$ cat src/hw/rtl/c3dc_pkg.sv
// Shared types and constants of the 3x3 convolution block.
package c3dc_pkg;

    localparam int unsigned PIX_W = 8;
    localparam int unsigned CNT_W = 11;
    localparam int unsigned SUM_W = 20;
    localparam int unsigned DIV_W = 8;
    localparam int unsigned MAX_HEIGHT = 1024;
    localparam logic [7:0] PIXEL_MAX = 8'd255;

    typedef enum logic [2:0] {
        REG_WIDTH  = 3'd0,
        REG_HEIGHT = 3'd1,
        REG_TOP    = 3'd2,
        REG_MIDDLE = 3'd3,
        REG_BOTTOM = 3'd4,
        REG_DIV    = 3'd5
    } reg_index_t;

    typedef enum logic [1:0] {
        DV_IDLE,
        DV_RUN,
        DV_DONE
    } div_state_t;

    // One classified job handed from the front to the back.
    typedef struct packed {
        logic signed [SUM_W-1:0] sum;
        logic                    last;
    } job_t;

endpackage

$ cat src/hw/rtl/c3dc_queue.sv
// Two-entry queue between the front and the back.
module c3dc_queue (
    input  logic            clk,
    input  logic            rst_n,
    input  logic            wr_valid,
    output logic            wr_ready,
    input  c3dc_pkg::job_t  wr_job,
    output logic            rd_valid,
    input  logic            rd_ready,
    output c3dc_pkg::job_t  rd_job
);
    c3dc_pkg::job_t mem_reg [2];
    logic [1:0] wp_reg, rp_reg;
    logic [1:0] cnt;

    assign cnt      = wp_reg - rp_reg;
    assign wr_ready = cnt != 2'd2;
    assign rd_valid = cnt != 2'd0;
    assign rd_job   = mem_reg[rp_reg[0]];

    always_ff @(posedge clk)
    begin
        if (wr_valid && wr_ready)
        begin
            mem_reg[wp_reg[0]] <= wr_job;
        end
    end

    always_ff @(posedge clk or negedge rst_n)
    begin
        if (!rst_n)
        begin
            wp_reg <= '0;
            rp_reg <= '0;
        end
        else
        begin
            if (wr_valid && wr_ready) wp_reg <= wp_reg + 2'd1;
            if (rd_valid && rd_ready) rp_reg <= rp_reg + 2'd1;
        end
    end

    fill_bound: assert property (@(posedge clk) disable iff (!rst_n) cnt <= 2'd2)
        else $error("queue overfilled");
    no_overrun: assert property (@(posedge clk) disable iff (!rst_n)
        cnt == 2'd2 && !rd_ready |=> cnt == 2'd2)
        else $error("queue level changed while full and stalled");
    empty_stays: assert property (@(posedge clk) disable iff (!rst_n)
        cnt == 2'd0 && !wr_valid |=> cnt == 2'd0)
        else $error("queue filled without a write");
endmodule

$ cat config.mk
export PLATFORM = sky130hd
export DESIGN_NAME = c3dc_queue
export DESIGN_NICKNAME = d
export VERILOG_FILES = /design/src/hw/rtl/c3dc_pkg.sv /design/src/hw/rtl/c3dc_queue.sv
export SDC_FILE = /design/constraint.sdc
export NUM_CORES = 1
export LEC_CHECK = 0
export BUFFER_PORTS_ARGS = -buffer_cell sky130_fd_sc_hd__buf_2
export CAP_MARGIN = 10
export CELL_PAD_IN_SITES_DETAIL_PLACEMENT = 1
export CELL_PAD_IN_SITES_GLOBAL_PLACEMENT = 1
export CORE_MARGIN = 1
export CORE_UTILIZATION = 40
export CTS_CLUSTER_DIAMETER = 40
export DETAILED_ROUTE_END_ITERATION = 10
export PLACE_DENSITY = 0.8
export SLEW_MARGIN = 10
export SYNTH_ARGS = -nofsm -noshare
export SYNTH_HDL_FRONTEND = slang
export SYNTH_SLANG_ARGS = --single-unit
$ cat constraint.sdc
create_clock -name clk -period 2.55 [get_ports clk]
set_clock_uncertainty 0.1 [all_clocks]
set_input_delay 0.51 -clock clk [delete_from_list [all_inputs] [get_ports clk]]
set_output_delay 0.51 -clock clk [all_outputs]
set_load 0.005 [all_outputs]
After elaboration in Yosys (flattened, before gate mapping) --
Memory sizes are Yosys's and may differ from the RTL's. Index checks and enable logic that the tools add are counted.
Storage, ports and cells: memories kept 1, output and inout bits 23, register bits 4, logic and storage cells 12, RAM bits 42, input port bits 25
Cells by class: equality and inequality tests 1, reduce and logical (&&, ||, !) cells 3, add/sub/neg operators 3, multiplexer cells 2
Memories:
- mem_reg | depth 2, bits a word 21, read ports 1, clocked after memory_dff 0, wr ports 1, line c3dc_queue.sv:12 | c3dc_pkg::job_t mem_reg [2];
Operator list (number):
- $add A2 B1 Y2 const B | 2
- $logic_and A1 B1 Y1 | 2
- $mux W1 | 2
- $ne A2 B2 Y1 const B | 1
- $reduce_bool A2 Y1 | 1
- $sub A2 B2 Y2 | 1

Depth between registers and ports, before layout --
depth in word-level cells 5, depth in mapped cells 5, gate-level depth less buffers 3

Worst setup path after synthesis --
OpenSTA, ideal clock, no wires.
path type reg-to-reg, start point register wp_reg[1], end point memory mem_reg[1][0] in the netlist's numbering, enable pin, library setup time 406 ps, data required time 2044 ps, arrival 1733 ps, stages on the path, launching flop included 3, setup slack 311 ps, path buffers 0, clock period less this slack 2239 ps, cell sequence dfrtp_1 > xor2_2 > a21oi_1
On the way: word-level cells in the longest chain between the ends 5
RTL lines:
- from (decl) | line c3dc_queue.sv:13 | logic [1:0] wp_reg, rp_reg;
- from (signal assigned) | line c3dc_queue.sv:38 | if (wr_valid && wr_ready) wp_reg <= wp_reg + 2'd1;
- $sub A2 B2 Y2 | line c3dc_queue.sv:16 | assign cnt = wp_reg - rp_reg;
- $ne A2 B2 Y1 | line c3dc_queue.sv:17 | assign wr_ready = cnt != 2'd2;
- $logic_and A1 B1 Y1 | line c3dc_queue.sv:23 | if (wr_valid && wr_ready)
- $mux W1 | line c3dc_queue.sv:23
- $mux W1 (not written as such) | line c3dc_queue.sv:25 | mem_reg[wp_reg[0]] <= wr_job;
- to (decl) | line c3dc_queue.sv:12
No other way between the ends.

==> reports/qor.csv <==
stage,metric,value,unit
synthesis,synth-seq-cells,46,
finish,drive_above_1_share,55.0,%
synthesis,synth_cell_types,20,
global_routing,grt_max_degree,22,
timing,setup-tns-final,0,ns
clock_tree,clk_latency,0.29,ns
setup_path,critPathMaxFanout,21,
die,die_w,68.7,um
place,gp_congestion,0.775,
timing,worst_pin_slew,0.411,ns
route,drc,0,
setup_path,critPathRequiredTime,1.94,ns
timing,hold_violations,0,
setup_path,r2r_end,mem_reg[0][17]$_DFFE_PP_,
die,fp.dieH,68.7,um
power_and_ir_drop,internal_power,1.79,mW
setup_path,end_kind,primary output,
synthesis,synthDominantCellAreaShare,70.9,%
setup_path,r2r-start,rp_reg[0]$_DFFE_PN0P_,
setup_path,ff2ff_path_depth,4,
power_and_ir_drop,finalPower,2.56,mW
setup_path,critPathArrivalTime,1.60,ns
finish,nets,175,
synthesis,synth_warnings,0,
synthesis,synthTopCellsByArea,"edfxtp_1 71%, mux2_2 14%, dfrtp_1 5.6%",
timing,max_freq,452,MHz
setup_path,critPathKind,reg -> out,
timing,setup_viol,0,
setup_path,startpoint_type,flop,
min_path,hold_end,mem_reg[1][9]$_DFFE_PP_,
power_and_ir_drop,combPwrFrac,33.4,%
synthesis,synth_edf_count,42,
synthesis,yosysMostFrequentCell,edfxtp_1,
setup_path,cp_top_family,flip-flops,
finish,regArea,1360,sq um
route,detail-route-antenna-nets,0,
place,dp.cells,192,
route,drtIter0Drc,53,
setup_path,max_stage_delay,0.60,ns
die,boundaryPins,48,
finish,multi_input_area,390,sq um
power_and_ir_drop,swShare,29.8,%
timing,fin_crit_sh,86.7,%
clock_tree,htree_num_levels,2,
power_and_ir_drop,p_seq_share,45.9,%
power_and_ir_drop,power.density,1150,nW/um^2
min_path,holdPathStages,1,
timing,rsz0062_at_grt,no,
synthesis,seq_area_frac_synth,76.6,%
route,wl_per_cell,16.1,um
synthesis,syn_area_per_cell,18.7,sq um
synthesis,syn_nets,120,
finish,antenna_cells,0,
clock_tree,cts_tree,done,
setup_path,r2r_slack,0.82,ns
route,dr.pass1.iters,4,
synthesis,synthFlopType,edfxtp_1,
route,wirelength,3240,um
place,hpwl,2340,um
clock_tree,clkSinkCount,46,
timing,drv_slew,0,
min_path,worstHoldPathType,in -> reg,
finish,area_delta_synth_final,24.6,%
die,num_rows,23,
global_routing,grt_pass1_vias,1073,
clock_tree,cts_max_path_buffers,2,
finish,layoutNonFillerInstCount,201,
timing,whs,0.302,ns
synthesis,postSynth.asyncResetShare,8.70,%
power_and_ir_drop,peakVddDrop,0.000479,V
setup_path,path_buf_inv,2,
die,initial_core_util,42.9,%
die,die_area,4720,sq um
place,numPortBuffers,47,
clock_tree,clkTransAtPathRegs,0.08,ns
synthesis,netlist_area,1780,sq um
timing,maxSlewHeadroom,72.6,%
min_path,min_from,wr_job[9],
power_and_ir_drop,p_leak,0.844,nW
status,status,completed,
setup_path,cpMaxStageDelayCell,dfrtp_1,
setup_path,crit_chain,buf_12 -> mux2_2 -> buf_2,
power_and_ir_drop,p_sw,0.764,mW
die,core-area,4140,sq um
power_and_ir_drop,p_clk_share,20.6,%
global_routing,grt_pass1_wl,4950,um
synthesis,synth_common_cells,"42 x edfxtp_1, 22 x mux2_2, 6 x nand2_1, 4 x dfrtp_1",
global_routing,grt_antenna_before_repair,0,
finish,largest_reg_flops,42,
timing,layout_min_cycle_time,2.21,ns
synthesis,yosysTopAreaCell,edfxtp_1,
finish,fillers,428,
route,via_count,986,
global_routing,track_usage,15.6,%
route,vias_per_cell,4.91,
synthesis,syn_inst,95,
global_routing,grt-ovfl-total,0,
flow_run,cap_violations,0,
clock_tree,cts_buffers,5,
finish,finish.utilization,53.5,%
clock_tree,root_buffer,clkbuf_8,
[logic make-up (layout without fill, tap and decap cells)]
kind of cell	count (synthesis)	after routing	synth area share [%]
DFF	46	46	76.6
muxes	24	24	15.1
and+or+nand+nor	11	11	2.67
AOI/OAI and AO/OA	6	6	1.97
buffers and inverters	5	61	1.83
xor gates and xnor gates	3	3	1.90
[per-layer routing]
layer / part of all wire, % / global-route usage, % / wire length (um) / vias up
met3: 7.3 / 7.57 / 236 / 5
met1: 40 / 16.7 / 1290 / 478
li1: - / - / - / 465
met5: 0 / 0 / 0 / -
met4: 0.65 / 3.91 / 21 / 0
met2: 52 / 27.5 / 1690 / 38
[worst max path at each step]
stage	from	to	cells after the start
after global placement	rp_reg[0]$_DFFE_PN0P_	rd_job[18]	3
after global routing	rp_reg[0]$_DFFE_PN0P_	rd_job[10]	3
after CTS	rp_reg[0]$_DFFE_PN0P_	rd_job[18]	3
after detailed placement	rp_reg[0]$_DFFE_PN0P_	rd_job[18]	3
after floorplan	wp_reg[1]$_DFFE_PN0P_	mem_reg[1][0]$_DFFE_PP_	2
final	rp_reg[0]$_DFFE_PN0P_	rd_job[5]	3
[layout by cell type (no fill, tap or decap)]
master         count
xor2_2             1
clkbuf_8           5
dlygate4sd3_1      1
xnor2_1            2
clkinvlp_4         1
o21ai_1            1
buf_4              3
nor2_1             1
a21oi_2            1
buf_12             1
nand2b_1           2
nor2_2             1
dfrtp_1            4
inv_1              1
mux2_2            22
clkbuf_1           1
buf_2             47
o211ai_1           1
edfxtp_1          42
a21boi_0           1
nand3_1            1
nand2_1            6
mux2i_1            2
bufinv_16          1
o21ai_0            2
[area by class of cell]
class                      instances  area share (%)
sequential                        46            61.4
clock inverter                     2            1.69
clock buffer                       6            3.27
tap                               50            2.82
timing repair buffer              52            13.0
inverter                           1           0.169
multi-input combinational         44            17.6
[per-stage QoR]
stage	worst slack, ns	area, sq um
floorplan	0.311	1780
global placement	0.663	2100
finish	0.339	2220
global route	0.226	2220
detailed placement	0.641	2100
CTS	0.303	2220
[timing repair]
action | in CTS | in global routing
hold buffers | 1 | 0
setup buffers | 0 | 0
endpoints found under the hold margin | 4 | 0
resized for setup | 0 | 0
[worst register-to-register path, stage by stage, from the launching register on]
cell     delay (ns)
dfrtp_1        0.60
buf_12         0.23
nor2_1         0.08
nor2_2         0.10
buf_4          0.30
[power groups by stage]
| stage | Combinational [mW] | Clock [mW] | Sequential [mW] |
|---|---|---|---|
| 2_1_floorplan | 0.562 | 0 | 1.13 |
| 3_3_place_gp | 0.843 | 0 | 1.18 |
| 5_1_grt | 0.934 | 0.571 | 1.20 |
| 6_report | 0.856 | 0.527 | 1.18 |
| 3_5_place_dp | 0.867 | 0 | 1.20 |
| 4_1_cts | 0.876 | 0.540 | 1.18 |
(Power assumes the default switching activity.)
