==> src/hw/rtl/c3dc_pkg.sv <==
// Shared types and constants of the 3x3 convolution block.
package c3dc_pkg;

    localparam int unsigned PIX_W = 8;
    localparam int unsigned CNT_W = 11;
    localparam int unsigned SUM_W = 20;
    localparam int unsigned DIV_W = 8;
    localparam int unsigned MAX_HEIGHT = 1024;
    localparam logic [7:0] PIXEL_MAX = 8'd255;

    typedef enum logic [2:0] {
        REG_WIDTH  = 3'd0,
        REG_HEIGHT = 3'd1,
        REG_TOP    = 3'd2,
        REG_MIDDLE = 3'd3,
        REG_BOTTOM = 3'd4,
        REG_DIV    = 3'd5
    } reg_index_t;

    typedef enum logic [1:0] {
        DV_IDLE,
        DV_RUN,
        DV_DONE
    } div_state_t;

    // One classified job handed from the front to the back.
    typedef struct packed {
        logic signed [SUM_W-1:0] sum;
        logic                    last;
    } job_t;

endpackage

==> src/hw/rtl/c3dc_back.sv <==
// Back part: signed restoring division, clamp and output register.
module c3dc_back (
    input  logic                          clk,
    input  logic                          rst_n,
    input  logic                          job_valid,
    output logic                          job_ready,
    input  c3dc_pkg::job_t                job,
    input  logic [c3dc_pkg::DIV_W-1:0]    divisor,
    output logic                          valid,
    input  logic                          ready,
    output logic [c3dc_pkg::PIX_W-1:0]    pixel_out,
    output logic                          last_of_plane
);
    localparam int unsigned MW = c3dc_pkg::SUM_W - 1;

    c3dc_pkg::div_state_t state_reg, state_next;
    logic [MW-1:0]  quo_reg, quo_next;
    logic [c3dc_pkg::DIV_W:0] rem_reg, rem_next;
    logic [4:0]     step_reg, step_next;
    logic           neg_reg, last_reg;
    logic [c3dc_pkg::DIV_W:0] trial;
    logic [c3dc_pkg::DIV_W-1:0] dv;
    logic [MW-1:0] mag;
    logic out_ok;

    assign dv = (divisor == '0) ? c3dc_pkg::DIV_W'(1) : divisor;
    assign mag = job.sum[c3dc_pkg::SUM_W-1] ? MW'(-job.sum) : MW'(job.sum);
    assign out_ok = !valid || ready;

    always_comb
    begin
        state_next = state_reg;
        unique case (state_reg)
            c3dc_pkg::DV_IDLE: if (job_valid) state_next = c3dc_pkg::DV_RUN;
            c3dc_pkg::DV_RUN:  if (step_reg == 5'(MW - 1)) state_next = c3dc_pkg::DV_DONE;
            c3dc_pkg::DV_DONE: if (out_ok) state_next = c3dc_pkg::DV_IDLE;
            default:           state_next = c3dc_pkg::DV_IDLE;
        endcase
    end

    assign job_ready = state_reg == c3dc_pkg::DV_IDLE;

    // One quotient bit per cycle, most significant first.
    always_comb
    begin
        trial     = {rem_reg[c3dc_pkg::DIV_W-1:0], quo_reg[MW-1]};
        rem_next  = trial;
        quo_next  = {quo_reg[MW-2:0], 1'b0};
        step_next = step_reg + 5'd1;
        if (trial >= {1'b0, dv})
        begin
            rem_next    = trial - {1'b0, dv};
            quo_next[0] = 1'b1;
        end
    end

    logic [7:0] clamped;
    always_comb
    begin
        priority if (neg_reg && quo_reg != '0) clamped = '0;
        else if (quo_reg > MW'(c3dc_pkg::PIXEL_MAX)) clamped = c3dc_pkg::PIXEL_MAX;
        else clamped = quo_reg[7:0];
    end

    always_ff @(posedge clk or negedge rst_n)
    begin
        if (!rst_n)
        begin
            state_reg <= c3dc_pkg::DV_IDLE;
            valid     <= 1'b0;
            step_reg  <= '0;
        end
        else
        begin
            state_reg <= state_next;
            if (state_reg == c3dc_pkg::DV_IDLE && job_valid) step_reg <= '0;
            else if (state_reg == c3dc_pkg::DV_RUN) step_reg <= step_next;
            if (state_reg == c3dc_pkg::DV_DONE && out_ok) valid <= 1'b1;
            else if (ready) valid <= 1'b0;
        end
    end

    always_ff @(posedge clk)
    begin
        if (state_reg == c3dc_pkg::DV_IDLE && job_valid)
        begin
            quo_reg  <= mag;
            rem_reg  <= '0;
            neg_reg  <= job.sum[c3dc_pkg::SUM_W-1];
            last_reg <= job.last;
        end
        else if (state_reg == c3dc_pkg::DV_RUN)
        begin
            quo_reg <= quo_next;
            rem_reg <= rem_next;
        end
        if (state_reg == c3dc_pkg::DV_DONE && out_ok)
        begin
            pixel_out     <= clamped;
            last_of_plane <= last_reg;
        end
    end

    run_len: assert property (@(posedge clk) disable iff (!rst_n)
        state_reg == c3dc_pkg::DV_RUN |-> step_reg < 5'(MW))
        else $error("division ran too long");
    take_only_idle: assert property (@(posedge clk) disable iff (!rst_n)
        job_ready |-> state_reg == c3dc_pkg::DV_IDLE)
        else $error("job taken while busy");
    out_hold: assert property (@(posedge clk) disable iff (!rst_n)
        valid && !ready |=> valid && $stable(pixel_out))
        else $error("result lost under stall");
endmodule

==> config.mk <==
export PLATFORM = sky130hd
export DESIGN_NAME = c3dc_back
export DESIGN_NICKNAME = d
export VERILOG_FILES = /design/src/hw/rtl/c3dc_pkg.sv /design/src/hw/rtl/c3dc_back.sv
export SDC_FILE = /design/constraint.sdc
export NUM_CORES = 1
export LEC_CHECK = 0
export ABC_CLOCK_PERIOD_IN_PS = 2300
export BUFFER_PORTS_ARGS = -buffer_cell sky130_fd_sc_hd__buf_2
export CAP_MARGIN = 20
export CORE_ASPECT_RATIO = 1.2
export CORE_MARGIN = 1.5
export CORE_UTILIZATION = 55
export CTS_CLUSTER_SIZE = 30
export DETAILED_ROUTE_END_ITERATION = 8
export GPL_TIMING_DRIVEN = 0
export PLACE_DENSITY = 0.78
export SYNTH_ARGS = -nofsm -noshare
export SYNTH_HDL_FRONTEND = slang
export SYNTH_SLANG_ARGS = --single-unit
==> constraint.sdc <==
create_clock -name clk -period 2.3 [get_ports clk]
set_input_delay 0.46 -clock clk [delete_from_list [all_inputs] [get_ports clk]]
set_output_delay 0.46 -clock clk [all_outputs]
set_load 0.02 [all_outputs]
After elaboration in Yosys (flattened, before gate mapping)
Cells that the tools add are included.

storage, ports and cells
  register bits = 46
  bits in latches = 0
  RAM bits = 0
  memory bits (read-only) = 0
  input port bits = 33
  output and inout bits = 11
  word-level logic and storage cells = 46
  memories = 0

operators by class
  add/subtract/negate cells = 3
  $mul = 0
  divide/modulo/power cells = 0
  $lt $le $gt $ge = 2
  equality and inequality tests = 6
  shift operators = 0
  muxes and demuxes = 15
  bitwise gates (word level) = 0
  reduce and logical (&&, ||, !) cells = 11

operators with widths
  cell                   count
  $mux W19               3
  $mux W8                3
  $gt A19 B8 Y1 const B  1
  $neg A19 Y19           1
  $reduce_bool A19 Y1    1
  $mux W5                2
  $ge A9 B8 Y1           1
  $logic_not A8 Y1       1
  $sub A8 B8 Y8          1
  $mux W2                3
  $ne A2 B2 Y1 const B   3
  $pmux W2 S3            1
  $add A5 B1 Y5 const B  1
  $eq A5 B5 Y1 const B   1
  $reduce_bool A2 Y1     2
  $logic_and A1 B1 Y1    3
  $mux W1                3
  $reduce_and A3 Y1      1
  $eq A2 B1 Y1 const B   1
  $eq A2 B2 Y1 const B   1
  $logic_not A2 Y1       1
  $logic_not A1 Y1       1
  $logic_or A1 B1 Y1     1

Longest topological paths before layout
Gate-level depths: netlist of run 1.

  depth after elaboration = 6
  depth in mapped cells = 11
  gate-level depth less buffers = 11

Worst setup path after synthesis of run 1
No wires, ideal clock.

  kind = input to register
  from = input port divisor[6] in the netlist's numbering
  to = register rem_reg[6] in the netlist's numbering
  library setup time = 0.127 ns
  arrival time = 2.299 ns
  path slack = -0.125 ns
  stages on the path = 11
  path buffers = 0
  cell sequence = nor4_1 a41o_1 ha_1 inv_1 fa_1 a21o_1 a21oi_1 o21bai_1 a21oi_1 xor2_1 o31ai_1

between the ends
  longest elaborated chain between the ends = 4
  elaborated cells between the ends (all ways) = 5
  those cells by class = add/sub (1); order compare (1); mux (2); reduce/logical (1)

ends and longest elaborated chain
  what                                                  RTL line                          RTL
  start: declaration                                    c3dc_back.sv:8                    input logic [c3dc_pkg::DIV_W-1:0] divisor,
  $logic_not A8 Y1                                      c3dc_back.sv:26                   assign dv = (divisor == '0) ? c3dc_pkg::DIV_W'(1) : divisor;
  $mux W8 *                                             c3dc_back.sv:26
  $sub A8 B8 Y8 / $ge A9 B8 Y1 (equally long branches)  c3dc_back.sv:52, c3dc_back.sv:50
  $mux W8 *                                             c3dc_back.sv:50                   if (trial >= {1'b0, dv})
  end signal: assignment                                c3dc_back.sv:95                   rem_reg <= rem_next;
  end: declaration                                      c3dc_back.sv:18                   logic [c3dc_pkg::DIV_W:0] rem_reg, rem_next;

Every way passes the cells marked *; elsewhere a longest branch is shown, timed or not.
A chain may end at the register's enable or synchronous reset.

Worst setup path in the final report of run 1
Ends and elaborated chain as after synthesis.

==> results of run 1 <==
==> per-stage QoR <==
stage / utilization [%] / power, mW
after floorplan: - / 2.52
after global placement: 64.0 / 2.83
after detailed placement: 64.0 / 2.89
after CTS: 67.2 / 3.62
after global routing: 68.3 / 3.93
final: 68.3 / 3.66
==> kinds of logic (layout without fill, tap and decap cells) <==
| group | after synthesis | in the layout |
|---|---|---|
| simple gates | 75 | 75 |
| fa+ha+maj | 12 | 12 |
| compound gates | 75 | 75 |
| xor+xnor | 22 | 22 |
| flops | 46 | 46 |
| buf+inv | 36 | 90 |
| mux | 3 | 3 |
==> synthesized netlist by cell type (all sizes together), types with 7 or more instances <==
library cell	count
dfxtp	8
nand2b	7
nand3	9
a21oi	15
xor2	20
edfxtp	30
dfrtp	8
nand2	36
o31ai	8
inv	25
ha	11
clkbuf	9
o21ai	34
==> repair_timing <==
action / in CTS / in global routing
gates resized for setup: 1 / 11
pin swaps: 0 / 2
buffers inserted: 0 / 1
endpoints found under the setup margin: 2 / 8
hold buffers: 1 / 0
hold endpoints to repair: 8 / 0
==> how the worst min path moves through the flow <==
stage	slack, ns	startpoint	endpoint
3_3_place_gp	0.31	rst_n	state_reg[1]
3_5_place_dp	0.31	rst_n	state_reg[0]
2_1_floorplan	0.16	rst_n	state_reg[0]
5_1_grt	0.32	job[0]	last_reg
4_1_cts	0.32	job[0]	last_reg
6_report	0.33	job[0]	last_reg
==> routing by layer <==
| layer | global-route usage, % | wire, um |
|---|---|---|
| met1 | 28.0 | 2260 |
| met2 | 37.5 | 2750 |
| met3 | 3.82 | 211 |
| met4 | 6.94 | 69 |
| met5 | 0 | 0 |
==> cell type report <==
cell class	count	area share, %
multi-input combinational	187	40.7
sequential	46	40.2
timing repair buffer	46	8.10
inverter	25	2.99
tap	58	2.31
clock buffer	5	2.19
clock inverter	3	2.03
buffer	11	1.44
==> power breakdown <==
| group | leakage (nW) | switching, mW | internal (mW) |
|---|---|---|---|
| clock network | 0.0658 | 0.273 | 0.430 |
| registers | 0.470 | 0.221 | 1.31 |
| logic | 0.850 | 0.838 | 0.590 |
==> flow_summary.html, run 1 <==
<table>
<tr><th>Metric</th><th>Value</th></tr>
<tr><th colspan="2">STA</th></tr>
<tr><td>Peak Freq</td><td>441 MHz</td></tr>
<tr><td>Hold slack final</td><td>0.327 ns</td></tr>
<tr><td>Period Utilization, post-route</td><td>98.6%</td></tr>
<tr><td>Clock skew</td><td>0.00894 ns</td></tr>
<tr><td>Setup repair after global routing missed its margin</td><td>true</td></tr>
<tr><td>Fin. max-slew vios</td><td>0</td></tr>
<tr><td>Total of endpoints with negative setup slack in the final report</td><td>0</td></tr>
<tr><td>Final Hold Fails</td><td>0</td></tr>
<tr><td>Worst slew pin tran</td><td>0.758 ns</td></tr>
<tr><td>Total negative slack</td><td>0 ns</td></tr>
<tr><td>Worst-case setup margin in the final layout</td><td>0.0322 ns</td></tr>
<tr><td>Post-layout min period</td><td>2.27 ns</td></tr>
<tr><td>Max transition margin</td><td>49.4%</td></tr>
<tr><th colspan="2">Routing</th></tr>
<tr><td>Detailed-route vias per instance</td><td>approximately 5.6</td></tr>
<tr><td>Routed wirelength normalized by instance count</td><td>13.9 um</td></tr>
<tr><td>Final ANT Viol Nets</td><td>0</td></tr>
<tr><td>DRC violation count after routing</td><td>0</td></tr>
<tr><td>Number of detailed-routing iterations run before antenna repair</td><td>4</td></tr>
<tr><td>Wire length reported by the detailed router</td><td>5290 um</td></tr>
<tr><td>Drt first-iter violations</td><td>98</td></tr>
<tr><td>Vias after detailed routing</td><td>between 2000 and 2500</td></tr>
<tr><th colspan="2">GRT</th></tr>
<tr><td>Vias in the first global route</td><td>between 1500 and 2000</td></tr>
<tr><td>Antenna violations before repair</td><td>0</td></tr>
<tr><td>Pin count of the biggest net entering global routing</td><td>20</td></tr>
<tr><td>Global route total overflow</td><td>0</td></tr>
<tr><td>Global Route Usage Sum</td><td>21.9%</td></tr>
<tr><td>Global-route wire length before repair</td><td>8830 um</td></tr>
<tr><th colspan="2">Yosys</th></tr>
<tr><td>Post-synth EDFFs</td><td>30</td></tr>
<tr><td>Largest family of logic cells by synthesized area</td><td>compound AO/OA/AOI/OAI gates</td></tr>
<tr><td>Yosys top cell by area</td><td>sky130_fd_sc_hd__edfxtp_1</td></tr>
<tr><td>Adder and majority gate portion of the synthesized area</td><td>5.97%</td></tr>
<tr><td>Area fraction in compound gates after synthesis</td><td>18.3%</td></tr>
<tr><td>Count of cell types in the netlist</td><td>40</td></tr>
<tr><td>Main area contributors after synthesis</td><td>sky130_fd_sc_hd__edfxtp_1 (34%), sky130_fd_sc_hd__dfrtp_1 (7.6%), sky130_fd_sc_hd__xor2_1 (6.6%)</td></tr>
<tr><td>Top-area cell type share of the netlist area</td><td>34.1%</td></tr>
<tr><td>Syn Std Cell Area</td><td>2640 sq um</td></tr>
<tr><td>Proportion of synthesized chip area in sequential cells</td><td>47.8%</td></tr>
<tr><td>Average cell area after synthesis</td><td>9.81 sq um</td></tr>
<tr><td>Mux contribution to synthesized area</td><td>1.14%</td></tr>
<tr><td>Simple-gate share of the synthesized area</td><td>14.3%</td></tr>
<tr><td>Synth warn</td><td>0</td></tr>
<tr><td>Net count of the mapped netlist</td><td>314</td></tr>
<tr><td>Post-synth top flop</td><td>sky130_fd_sc_hd__edfxtp_1</td></tr>
<tr><td>Post-synthesis xor/xnor area fraction</td><td>7.30%</td></tr>
<tr><td>Register bit total from synthesis</td><td>46</td></tr>
<tr><td>Count of mapped cells out of synthesis</td><td>approximately 270</td></tr>
<tr><td>Async set or reset register ratio after synthesis</td><td>17.4%</td></tr>
<tr><th colspan="2">Critical path</th></tr>
<tr><td>Crit. path cell count</td><td>12</td></tr>
<tr><td>Critical path start-end classification</td><td>in2reg</td></tr>
<tr><td>Ordered list of cells on the worst path</td><td>buf_8 &gt; nor4_4 &gt; a41o_1 &gt; ha_2 &gt; inv_2 &gt; fa_2 &gt; a21o_1 &gt; a21oi_2 &gt; o21bai_1 &gt; a21oi_1 &gt; xor2_1 &gt; o31ai_1</td></tr>
<tr><td>Kind of end point of the critical path</td><td>flop</td></tr>
<tr><td>Flop-to-flop setup slack</td><td>0.12 ns</td></tr>
<tr><td>Top cell family by delay on the critical path</td><td>compound AO/OA/AOI/OAI gates</td></tr>
<tr><td>Critical path launch point</td><td>divisor[6]</td></tr>
<tr><td>CP max stage delay</td><td>0.33 ns</td></tr>
<tr><td>CP Data Required Time</td><td>between 2 and 2.5 ns</td></tr>
<tr><td>Reg-to-Reg End</td><td>rem_reg[2]</td></tr>
<tr><td>Launch instance of the worst register-to-register path</td><td>rem_reg[5]</td></tr>
<tr><td>Number of cells on the worst reg-to-reg path</td><td>8</td></tr>
<tr><td>Capture point of the critical path</td><td>rem_reg[6]</td></tr>
<tr><td>Maximum fanout along the worst path</td><td>2</td></tr>
<tr><td>Cell at the slowest stage of the critical path</td><td>sky130_fd_sc_hd__fa_2</td></tr>
<tr><td>Kind of start point of the critical path</td><td>primary input</td></tr>
<tr><td>Arrival time worst endpoint</td><td>2.45 ns</td></tr>
<tr><td>Critical path buffer and inverter count</td><td>2</td></tr>
<tr><th colspan="2">Cells and area</th></tr>
<tr><td>Finished layout cell area</td><td>between 3000 and 4000 sq um</td></tr>
<tr><td>Storage cell area</td><td>1260 sq um</td></tr>
<tr><td>Most frequent standard cell in the layout excluding fill and tap cells</td><td>sky130_fd_sc_hd__buf_2</td></tr>
<tr><td>Net total in the final layout</td><td>around 370</td></tr>
<tr><td>Commonest cells after routing, fill and taps aside</td><td>sky130_fd_sc_hd__buf_2 (42), sky130_fd_sc_hd__nand2_1 (36), sky130_fd_sc_hd__edfxtp_1 (30)</td></tr>
<tr><td>Antenna diode instance count</td><td>0</td></tr>
<tr><td>Final-layout fill cell count</td><td>between 300 and 400</td></tr>
<tr><td>Flip-flop count of the largest register, all copies and words added</td><td>19</td></tr>
<tr><td>Final Non-Filler Cells</td><td>381</td></tr>
<tr><td>Area growth from synthesis to layout</td><td>18.9%</td></tr>
<tr><td>Fraction of layout cells with a size suffix above 1</td><td>about a fifth</td></tr>
<tr><td>Multi-input logic area</td><td>1280 sq um</td></tr>
<tr><th colspan="2">Power</th></tr>
<tr><td>Cell Pwr Density</td><td>1170 nW/um^2</td></tr>
<tr><td>IR Drop Worst-Case VDD</td><td>0.442 mV</td></tr>
<tr><td>Cell leakage power</td><td>1.39 nW</td></tr>
<tr><th colspan="2">Clock network</th></tr>
<tr><td>Clock edge transition at the registers on the reported setup and hold paths</td><td>0.08 ns</td></tr>
<tr><td>Total clock buffers created by CTS</td><td>5</td></tr>
<tr><td>Max Root-Sink Buffers</td><td>2</td></tr>
<tr><td>Clock tree root buffer cell</td><td>sky130_fd_sc_hd__clkbuf_8</td></tr>
<tr><td>Clock tree from TritonCTS</td><td>yes</td></tr>
<tr><td>Sink count of the clock tree</td><td>46</td></tr>
<tr><td>Later-pin clock latency in the skew report</td><td>0.30 ns</td></tr>
<tr><td>H-tree depth</td><td>2</td></tr>
<tr><th colspan="2">Place</th></tr>
<tr><td>DPL Wire Length</td><td>3910 um</td></tr>
<tr><td>Placer congestion estimate</td><td>0.804</td></tr>
<tr><td>Number of cells after detailed placement</td><td>370</td></tr>
<tr><td>Cell area after placement</td><td>about 2900 sq um</td></tr>
<tr><td># port buffers</td><td>43</td></tr>
<tr><td>Worst slack, placed</td><td>-0.345 ns</td></tr>
<tr><th colspan="2">Floorplanning</th></tr>
<tr><td>Number of placed I/O pins</td><td>between 40 and 50</td></tr>
<tr><td>Starting Density</td><td>57.4%</td></tr>
<tr><td>Num rows</td><td>27</td></tr>
<tr><td>Y dimension of the die</td><td>78.9 um</td></tr>
<tr><td>Floorplan die area</td><td>about 5200 sq um</td></tr>
<tr><td>Area of the placeable core</td><td>4590 sq um</td></tr>
<tr><td>Horizontal die dimension</td><td>~66 um</td></tr>
<tr><th colspan="2">Run status</th></tr>
<tr><td>Outcome</td><td>completed</td></tr>
<tr><th colspan="2">Hold path</th></tr>
<tr><td>Hold-critical path depth</td><td>1</td></tr>
<tr><td>Type of the tightest min-delay check</td><td>in2reg</td></tr>
<tr><th colspan="2">Job</th></tr>
<tr><td>Maxcap violations</td><td>0</td></tr>
</table>
Power figures use the tool's default switching activity.
==> run 2: changes to the inputs <==
BUFFER_PORTS_ARGS = default   (was -buffer_cell sky130_fd_sc_hd__buf_2)
DONT_BUFFER_PORTS = 1   (was default)
PLACE_DENSITY = 0.7   (was 0.78)
==> run 2 against run 1 <==
Compared with the run above:
- sequential share of layout area up 3.3 points
- maximum frequency up 3.1%
- sequential cell count unchanged
- die area unchanged
- routed wire length down 0.74%
- critical path depth down 4
- non-clock buffer count down 43
- clock power down 14%
- clock skew up 0.00078 ns
==> flow_summary.html, run 2 (synthesis results as in run 1) <==
<table>
<tr><th>Metric</th><th>Value</th></tr>
<tr><th colspan="2">Power</th></tr>
<tr><td>Cell Pwr Density</td><td>1240 nW/um^2 (+6.5%)</td></tr>
<tr><td>Final Power</td><td>3.60 mW (-1.6%)</td></tr>
<tr><td>Switching power summed over all nets</td><td>1.37 mW (+3.2%)</td></tr>
<tr><td>Share of total power in sequential cells</td><td>42.4% (+0.7 points)</td></tr>
<tr><td>Internal Power</td><td>2.23 mW (-4.3%)</td></tr>
<tr><td>Fraction of power consumed by combinational cells</td><td>40.7% (+1.7 points)</td></tr>
<tr><td>Cell leakage power</td><td>1.20 nW (-13%)</td></tr>
<tr><td>Switch share</td><td>38.2% (+1.8 points)</td></tr>
<tr><td>IR Drop Worst-Case VDD</td><td>0.463 mV (+4.9%)</td></tr>
<tr><td>Clock share of power</td><td>16.9% (-2.3 points)</td></tr>
<tr><th colspan="2">Place</th></tr>
<tr><td># port buffers</td><td>0 (-100%)</td></tr>
<tr><td>Cell area after placement</td><td>2720 sq um (-7.3%)</td></tr>
<tr><td>Placer congestion estimate</td><td>0.839 (+4.3%)</td></tr>
<tr><td>DPL Wire Length</td><td>3910 um (about the same)</td></tr>
<tr><th colspan="2">GRT</th></tr>
<tr><td>Most crowded layer after global routing</td><td>met2</td></tr>
<tr><td>Antenna violations before repair</td><td>0 (unchanged)</td></tr>
<tr><td>Global routing met2 resource utilization</td><td>38.2% (+0.70 points)</td></tr>
<tr><td>Global route total overflow</td><td>0 (unchanged)</td></tr>
<tr><td>Global-route wire length before repair</td><td>8580 um (-2.8%)</td></tr>
<tr><td>Met1 usage</td><td>26.1% (-1.9 points)</td></tr>
<tr><td>Global Route Usage Sum</td><td>21.6% (-0.26 points)</td></tr>
<tr><td>Pin count of the biggest net entering global routing</td><td>20 (unchanged)</td></tr>
<tr><td>Vias in the first global route</td><td>1932 (-2.4%)</td></tr>
<tr><td>Met3 usage</td><td>4.53% (+0.71 points)</td></tr>
<tr><th colspan="2">STA</th></tr>
<tr><td>Clock skew</td><td>0.00972 ns (+0.000778 ns)</td></tr>
<tr><td>Total negative slack</td><td>0 ns (unchanged)</td></tr>
<tr><td>Hold slack final</td><td>0.245 ns (-0.0826 ns)</td></tr>
<tr><td>Worst slew pin tran</td><td>0.780 ns (+0.0222 ns)</td></tr>
<tr><td>Total of endpoints with negative setup slack in the final report</td><td>0 (unchanged)</td></tr>
<tr><td>Peak Freq</td><td>455 MHz (+3.1%)</td></tr>
<tr><td>Final Hold Fails</td><td>0 (unchanged)</td></tr>
<tr><td>Post-layout min period</td><td>2.20 ns (-0.0679 ns)</td></tr>
<tr><td>Max transition margin</td><td>47.9% (-1.5 points)</td></tr>
<tr><td>Period Utilization, post-route</td><td>95.6% (-3.0 points)</td></tr>
<tr><td>Fin. max-slew vios</td><td>0 (unchanged)</td></tr>
<tr><th colspan="2">Floorplanning</th></tr>
<tr><td>Num rows</td><td>27 (unchanged)</td></tr>
<tr><td>Horizontal die dimension</td><td>66.2 um (unchanged)</td></tr>
<tr><td>Area of the placeable core</td><td>4590 sq um (unchanged)</td></tr>
<tr><td>Starting Density</td><td>57.4% (unchanged)</td></tr>
<tr><td>Y dimension of the die</td><td>78.9 um (unchanged)</td></tr>
<tr><td>Number of placed I/O pins</td><td>44 (unchanged)</td></tr>
<tr><td>Floorplan die area</td><td>5220 sq um (unchanged)</td></tr>
<tr><th colspan="2">Cells and area</th></tr>
<tr><td>Area growth from synthesis to layout</td><td>9.91%</td></tr>
<tr><td>Commonest cells after routing, fill and taps aside</td><td>sky130_fd_sc_hd__nand2_1 (36), sky130_fd_sc_hd__edfxtp_1 (30), sky130_fd_sc_hd__inv_1 (25)</td></tr>
<tr><td>Flip-flop count of the largest register, all copies and words added</td><td>19 (unchanged)</td></tr>
<tr><td>Net total in the final layout</td><td>324 (-12%)</td></tr>
<tr><td>Antenna diode instance count</td><td>0 (unchanged)</td></tr>
<tr><td>Fraction of layout cells with a size suffix above 1</td><td>8.21% (-12 points)</td></tr>
<tr><td>Most frequent standard cell in the layout excluding fill and tap cells</td><td>sky130_fd_sc_hd__nand2_1</td></tr>
<tr><td>Finished layout cell area</td><td>2900 sq um (-7.5%)</td></tr>
<tr><th colspan="2">Run status</th></tr>
<tr><td>Outcome</td><td>completed</td></tr>
<tr><th colspan="2">Clock network</th></tr>
<tr><td>H-tree depth</td><td>2 (unchanged)</td></tr>
<tr><td>Max Root-Sink Buffers</td><td>2 (unchanged)</td></tr>
<tr><td>Later-pin clock latency in the skew report</td><td>0.31 ns (about the same)</td></tr>
<tr><td>Sink count of the clock tree</td><td>46 (unchanged)</td></tr>
<tr><td>Clock edge transition at the registers on the reported setup and hold paths</td><td>0.09 ns (about the same)</td></tr>
<tr><td>Clock tree root buffer cell</td><td>sky130_fd_sc_hd__clkbuf_8</td></tr>
<tr><td>Clock tree from TritonCTS</td><td>yes</td></tr>
<tr><td>Total clock buffers created by CTS</td><td>5 (unchanged)</td></tr>
<tr><th colspan="2">Job</th></tr>
<tr><td>Maxcap violations</td><td>0 (unchanged)</td></tr>
<tr><th colspan="2">Routing</th></tr>
<tr><td>Wire length reported by the detailed router</td><td>5250 um (-0.74%)</td></tr>
<tr><td>Vias after detailed routing</td><td>1970 (-8.3%)</td></tr>
<tr><td>Detailed-route vias per instance</td><td>5.83 (+3.4%)</td></tr>
<tr><td>Drt first-iter violations</td><td>113 (+15%)</td></tr>
<tr><td>Final ANT Viol Nets</td><td>0 (unchanged)</td></tr>
<tr><td>Number of detailed-routing iterations run before antenna repair</td><td>4 (unchanged)</td></tr>
<tr><td>Routed wirelength normalized by instance count</td><td>15.5 um (+12%)</td></tr>
<tr><td>DRC violation count after routing</td><td>0 (unchanged)</td></tr>
<tr><th colspan="2">Critical path</th></tr>
<tr><td>Arrival time worst endpoint</td><td>2.38 ns (-0.07 ns)</td></tr>
<tr><td>Maximum fanout along the worst path</td><td>10 (+8)</td></tr>
<tr><td>Kind of start point of the critical path</td><td>flop</td></tr>
<tr><td>Critical path start-end classification</td><td>reg2reg</td></tr>
<tr><td>CP Data Required Time</td><td>2.48 ns (about the same)</td></tr>
<tr><td>Kind of end point of the critical path</td><td>flop</td></tr>
<tr><th colspan="2">Hold path</th></tr>
<tr><td>Type of the tightest min-delay check</td><td>in2reg</td></tr>
</table>
## run 2: cell count changes in the layout (fill, tap and decap cells not counted), sizes merged
cell	before	now
buf	47	3
bufinv	2	1
clkbuf	14	15
inv	25	26
## run 2: per-stage QoR
step | utilization [%] | cells | setup slack [ns]
after floorplan | - | 269 | 0.00393
after global placement | 59.3 | 327 | -0.259
after detailed placement | 59.3 | 327 | -0.299
after CTS | 62.2 | 336 | 0.00392
after global routing | 63.1 | 338 | -0.0104
final | 63.1 | 338 | 0.100
## run 2: worst paths after layout
path | from | slack, ns | cells past startpoint | end
worst min register to register | last_reg | 0.44 | 0 | last_of_plane
max in group asynchronous | rst_n | 1.53 | 1 | step_reg[1]
worst max-delay path | rem_reg[5] | 0.10 | 8 | rem_reg[2]
min in group asynchronous | rst_n | 0.50 | 1 | step_reg[2]
worst max register to register | rem_reg[5] | 0.10 | 8 | rem_reg[2]
worst min-delay path | job[20] | 0.24 | 0 | neg_reg
## run 2: area by class of cell
cell class              count  area, sq um
plain buffers              11         48.8
clock buffers               5         68.8
clock inverters             3         43.8
fillers                   420         1690
inverters                  25         93.8
multi-input cells         187         1290
flip-flops and latches     46         1260
well taps                  58         72.6
repair buffers              3         22.5
## run 2: metal layers
metal	wire length, um	vias to the layer above
met5	0	-
li1	-	985
met1	2200	932
met3	209	6
met4	80	0
met2	2760	47
## run 2: repair_timing
item / CTS / global route
pin swaps: 0 / 2
setup buffers: 0 / 1
resized for setup: 2 / 6
hold buffers: 1 / 0
endpoints found under the hold margin: 8 / 0
setup endpoints to repair: 7 / 7
## run 2: critical path: stages (launching register included)
cell	delay, ns
sky130_fd_sc_hd__dfxtp_1	0.35
sky130_fd_sc_hd__ha_1	0.39
sky130_fd_sc_hd__a21o_1	0.22
sky130_fd_sc_hd__a211oi_4	0.30
sky130_fd_sc_hd__inv_1	0.12
sky130_fd_sc_hd__a41oi_4	0.25
sky130_fd_sc_hd__buf_6	0.18
sky130_fd_sc_hd__mux2i_1	0.20
sky130_fd_sc_hd__o21ai_1	0.07
## run 2: power by group through the flow
stage | Combinational [mW] | Clock, mW | Sequential [mW]
detailed placement | 1.32 | 0 | 1.54
global route | 1.65 | 0.642 | 1.57
finish | 1.47 | 0.607 | 1.53
floorplan | 1.05 | 0 | 1.47
CTS | 1.36 | 0.614 | 1.52
global placement | 1.28 | 0 | 1.53
==> run 3: changes to the inputs <==
CORE_UTILIZATION = 45   (was 55)
GPL_TIMING_DRIVEN = default   (was 0)
PLACE_DENSITY = default   (was 0.7)
==> run 3 against run 2 <==
Compared with the run above:
- routed wire length shrank 5.2%
- critical path depth grew 3
- cell area is 0.13% higher
- maximum frequency rose by 4.3%
- via count shrank 3.4%
- largest cell class is now registers
==> flow_summary.html, run 3 (synthesis results as in run 1) <==
<table>
<tr><th>Metric</th><th>Value</th></tr>
<tr><th colspan="2">GRT</th></tr>
<tr><td>Most crowded layer after global routing</td><td>met2</td></tr>
<tr><td>Met3 usage</td><td>3.82% (-0.71 points)</td></tr>
<tr><td>Global routing met2 resource utilization</td><td>29.0% (-9.2 points)</td></tr>
<tr><td>Antenna violations before repair</td><td>0 (unchanged)</td></tr>
<tr><td>Global route total overflow</td><td>0 (unchanged)</td></tr>
<tr><td>Pin count of the biggest net entering global routing</td><td>43 (+110%)</td></tr>
<tr><td>Met1 usage</td><td>21.9% (-4.2 points)</td></tr>
<tr><td>Global-route wire length before repair</td><td>8350 um (-2.6%)</td></tr>
<tr><td>Vias in the first global route</td><td>1900 (-1.7%)</td></tr>
<tr><td>Global Route Usage Sum</td><td>17.1% (-4.6 points)</td></tr>
<tr><th colspan="2">Power</th></tr>
<tr><td>IR Drop Worst-Case VDD</td><td>0.452 mV (-2.4%)</td></tr>
<tr><td>Cell leakage power</td><td>1.22 nW (+0.88%)</td></tr>
<tr><td>Fraction of power consumed by combinational cells</td><td>40.3% (-0.4 points)</td></tr>
<tr><td>Cell Pwr Density</td><td>1160 nW/um^2 (-6.7%)</td></tr>
<tr><td>Clock share of power</td><td>14.5% (-2.4 points)</td></tr>
<tr><td>Switching power summed over all nets</td><td>1.26 mW (-8.1%)</td></tr>
<tr><td>Internal Power</td><td>2.10 mW (-5.6%)</td></tr>
<tr><td>Final Power</td><td>3.36 mW (-6.6%)</td></tr>
<tr><td>Switch share</td><td>37.6% (-0.63 points)</td></tr>
<tr><td>Share of total power in sequential cells</td><td>45.2% (+2.8 points)</td></tr>
<tr><th colspan="2">Clock network</th></tr>
<tr><td>Total clock buffers created by CTS</td><td>5 (unchanged)</td></tr>
<tr><td>Clock tree from TritonCTS</td><td>yes</td></tr>
<tr><td>Clock edge transition at the registers on the reported setup and hold paths</td><td>0.09 ns (about the same)</td></tr>
<tr><td>Clock tree root buffer cell</td><td>sky130_fd_sc_hd__clkbuf_8</td></tr>
<tr><td>Sink count of the clock tree</td><td>46 (unchanged)</td></tr>
<tr><td>Later-pin clock latency in the skew report</td><td>0.30 ns (about the same)</td></tr>
<tr><td>H-tree depth</td><td>2 (unchanged)</td></tr>
<tr><td>Max Root-Sink Buffers</td><td>2 (unchanged)</td></tr>
<tr><th colspan="2">STA</th></tr>
<tr><td>Total negative slack</td><td>0 ns (unchanged)</td></tr>
<tr><td>Clock skew</td><td>0.00937 ns (-0.000349 ns)</td></tr>
<tr><td>Worst slew pin tran</td><td>0.893 ns (+0.113 ns)</td></tr>
<tr><td>Post-layout min period</td><td>2.11 ns (-0.0903 ns)</td></tr>
<tr><td>Setup repair after global routing missed its margin</td><td>false</td></tr>
<tr><td>Hold slack final</td><td>0.254 ns (+0.00871 ns)</td></tr>
<tr><td>Max transition margin</td><td>40.3% (-7.6 points)</td></tr>
<tr><td>Total of endpoints with negative setup slack in the final report</td><td>0 (unchanged)</td></tr>
<tr><td>Peak Freq</td><td>474 MHz (+4.3%)</td></tr>
<tr><td>Final Hold Fails</td><td>0 (unchanged)</td></tr>
<tr><td>Period Utilization, post-route</td><td>91.7% (-3.9 points)</td></tr>
<tr><td>Fin. max-slew vios</td><td>0 (unchanged)</td></tr>
<tr><th colspan="2">Floorplanning</th></tr>
<tr><td>Starting Density</td><td>46.6% (-11 points)</td></tr>
<tr><td>Number of placed I/O pins</td><td>44 (unchanged)</td></tr>
<tr><td>Horizontal die dimension</td><td>72.9 um (+10%)</td></tr>
<tr><td>Floorplan die area</td><td>6330 sq um (+21%)</td></tr>
<tr><td>Area of the placeable core</td><td>5670 sq um (+23%)</td></tr>
<tr><td>Y dimension of the die</td><td>86.9 um (+10%)</td></tr>
<tr><td>Num rows</td><td>30 (+11%)</td></tr>
<tr><th colspan="2">Routing</th></tr>
<tr><td>Routed wirelength normalized by instance count</td><td>13.9 um (-11%)</td></tr>
<tr><td>DRC violation count after routing</td><td>0 (unchanged)</td></tr>
<tr><td>Vias after detailed routing</td><td>1904 (-3.4%)</td></tr>
<tr><td>Drt first-iter violations</td><td>117 (+3.5%)</td></tr>
<tr><td>Final ANT Viol Nets</td><td>0 (unchanged)</td></tr>
<tr><td>Wire length reported by the detailed router</td><td>4980 um (-5.2%)</td></tr>
<tr><td>Detailed-route vias per instance</td><td>5.30 (-9.0%)</td></tr>
<tr><td>Number of detailed-routing iterations run before antenna repair</td><td>4 (unchanged)</td></tr>
<tr><th colspan="2">Place</th></tr>
<tr><td>Number of cells after detailed placement</td><td>350 (+7.0%)</td></tr>
<tr><td># port buffers</td><td>0 (unchanged)</td></tr>
<tr><td>DPL Wire Length</td><td>3760 um (-4.0%)</td></tr>
<tr><td>Cell area after placement</td><td>2800 sq um (+2.8%)</td></tr>
<tr><td>Placer congestion estimate</td><td>0.828 (-1.2%)</td></tr>
<tr><th colspan="2">Cells and area</th></tr>
<tr><td>Most frequent standard cell in the layout excluding fill and tap cells</td><td>sky130_fd_sc_hd__nand2_1</td></tr>
<tr><td>Antenna diode instance count</td><td>0 (unchanged)</td></tr>
<tr><td>Net total in the final layout</td><td>323 (-0.31%)</td></tr>
<tr><td>Final Non-Filler Cells</td><td>359 (+6.2%)</td></tr>
<tr><td>Area growth from synthesis to layout</td><td>10.1%</td></tr>
<tr><td>Multi-input logic area</td><td>1260 sq um (-2.3%)</td></tr>
<tr><td>Final-layout fill cell count</td><td>548 (+30%)</td></tr>
<tr><td>Finished layout cell area</td><td>2900 sq um (+0.13%)</td></tr>
<tr><td>Flip-flop count of the largest register, all copies and words added</td><td>19 (unchanged)</td></tr>
<tr><td>Commonest cells after routing, fill and taps aside</td><td>sky130_fd_sc_hd__nand2_1 (36), sky130_fd_sc_hd__edfxtp_1 (30), sky130_fd_sc_hd__inv_1 (25)</td></tr>
<tr><td>Storage cell area</td><td>1260 sq um (unchanged)</td></tr>
<tr><td>Fraction of layout cells with a size suffix above 1</td><td>10.8% (+2.5 points)</td></tr>
<tr><th colspan="2">Critical path</th></tr>
<tr><td>CP max stage delay</td><td>0.33 ns (-0.06 ns)</td></tr>
<tr><td>Flop-to-flop setup slack</td><td>0.28 ns (+0.18 ns)</td></tr>
<tr><td>Number of cells on the worst reg-to-reg path</td><td>10 (+2)</td></tr>
<tr><td>Critical path start-end classification</td><td>in2reg</td></tr>
<tr><td>Maximum fanout along the worst path</td><td>2 (-8)</td></tr>
<tr><td>CP Data Required Time</td><td>2.47 ns (about the same)</td></tr>
<tr><td>Arrival time worst endpoint</td><td>2.28 ns (-0.10 ns)</td></tr>
<tr><td>Kind of end point of the critical path</td><td>flop</td></tr>
<tr><td>Kind of start point of the critical path</td><td>primary input</td></tr>
<tr><td>Top cell family by delay on the critical path</td><td>compound AO/OA/AOI/OAI gates</td></tr>
<tr><td>Reg-to-Reg End</td><td>rem_reg[6]</td></tr>
<tr><td>Cell at the slowest stage of the critical path</td><td>sky130_fd_sc_hd__fa_2</td></tr>
<tr><td>Launch instance of the worst register-to-register path</td><td>quo_reg[18]</td></tr>
<tr><td>Ordered list of cells on the worst path</td><td>nor4_2 &gt; a41o_1 &gt; ha_1 &gt; inv_1 &gt; fa_2 &gt; a21o_1 &gt; a21oi_2 &gt; o21bai_1 &gt; a21oi_1 &gt; xor2_1 &gt; o31ai_1</td></tr>
<tr><td>Critical path buffer and inverter count</td><td>1 (-1)</td></tr>
<tr><th colspan="2">Job</th></tr>
<tr><td>Maxcap violations</td><td>0 (unchanged)</td></tr>
<tr><th colspan="2">Hold path</th></tr>
<tr><td>Type of the tightest min-delay check</td><td>in2reg</td></tr>
<tr><td>Hold-critical path depth</td><td>0 (unchanged)</td></tr>
<tr><td>Worst hold path endpoint</td><td>neg_reg</td></tr>
<tr><td>Min-delay src</td><td>job[20]</td></tr>
<tr><th colspan="2">Run status</th></tr>
<tr><td>Outcome</td><td>completed</td></tr>
</table>
[run 3: timing repair]
action	CTS	global route
endpoints found under the hold margin	8	0
gates resized for setup	0	1
hold buffers	1	0
endpoints found under the setup margin	0	1
buffers inserted	0	0
[run 3: final cells by class]
| class | instances | share of cell area, % |
|---|---|---|
| tap | 80 | 3.45 |
| clock buffer | 5 | 2.37 |
| sequential | 46 | 43.4 |
| timing repair buffer | 13 | 3.45 |
| clock inverter | 3 | 0.732 |
| inverter | 25 | 3.23 |
| multi-input combinational | 187 | 43.3 |
[run 3: worst register-to-register path, stage by stage, from the launching register on]
cell	delay, ns
sky130_fd_sc_hd__edfxtp_1	0.43
sky130_fd_sc_hd__inv_1	0.09
sky130_fd_sc_hd__ha_1	0.16
sky130_fd_sc_hd__inv_1	0.05
sky130_fd_sc_hd__fa_2	0.33
sky130_fd_sc_hd__a21o_1	0.19
sky130_fd_sc_hd__a21oi_2	0.14
sky130_fd_sc_hd__o21bai_1	0.08
sky130_fd_sc_hd__a21oi_1	0.18
sky130_fd_sc_hd__xor2_1	0.17
sky130_fd_sc_hd__o31ai_1	0.07
[run 3: worst max-delay path by stage]
stage	from	endpoint	slack, ns	cells past startpoint
after detailed placement	divisor[6]	rem_reg[6]	-0.12	11
after CTS	rem_reg[5]	rem_reg[2]	0.18	8
after floorplan	divisor[6]	rem_reg[2]	0.004	9
after global routing	divisor[6]	rem_reg[4]	0.02	10
final	divisor[6]	rem_reg[6]	0.19	11
after global placement	divisor[6]	rem_reg[6]	-0.05	11
[run 3: layer usage]
layer | vias to the layer above | share of wire (%)
li1 | 978 | -
met1 | 879 | 45
met2 | 43 | 50
met3 | 4 | 4.2
met4 | 0 | 0.78
met5 | - | 0
[run 3: power by group through the flow]
stage | Sequential, mW | Clock (mW) | Combinational (mW)
floorplan | 1.47 | 0 | 1.05
detailed placement | 1.54 | 0 | 1.34
finish | 1.52 | 0.488 | 1.36
global placement | 1.53 | 0 | 1.32
global route | 1.56 | 0.547 | 1.57
CTS | 1.52 | 0.509 | 1.36
[run 3: through the flow]
step / setup WS (ns) / utilization [%]
final: 0.190 / 51.2
after global routing: 0.0229 / 51.2
after CTS: 0.183 / 51.1
after detailed placement: -0.120 / 49.4
after global placement: -0.0507 / 49.4
after floorplan: 0.00393 / -
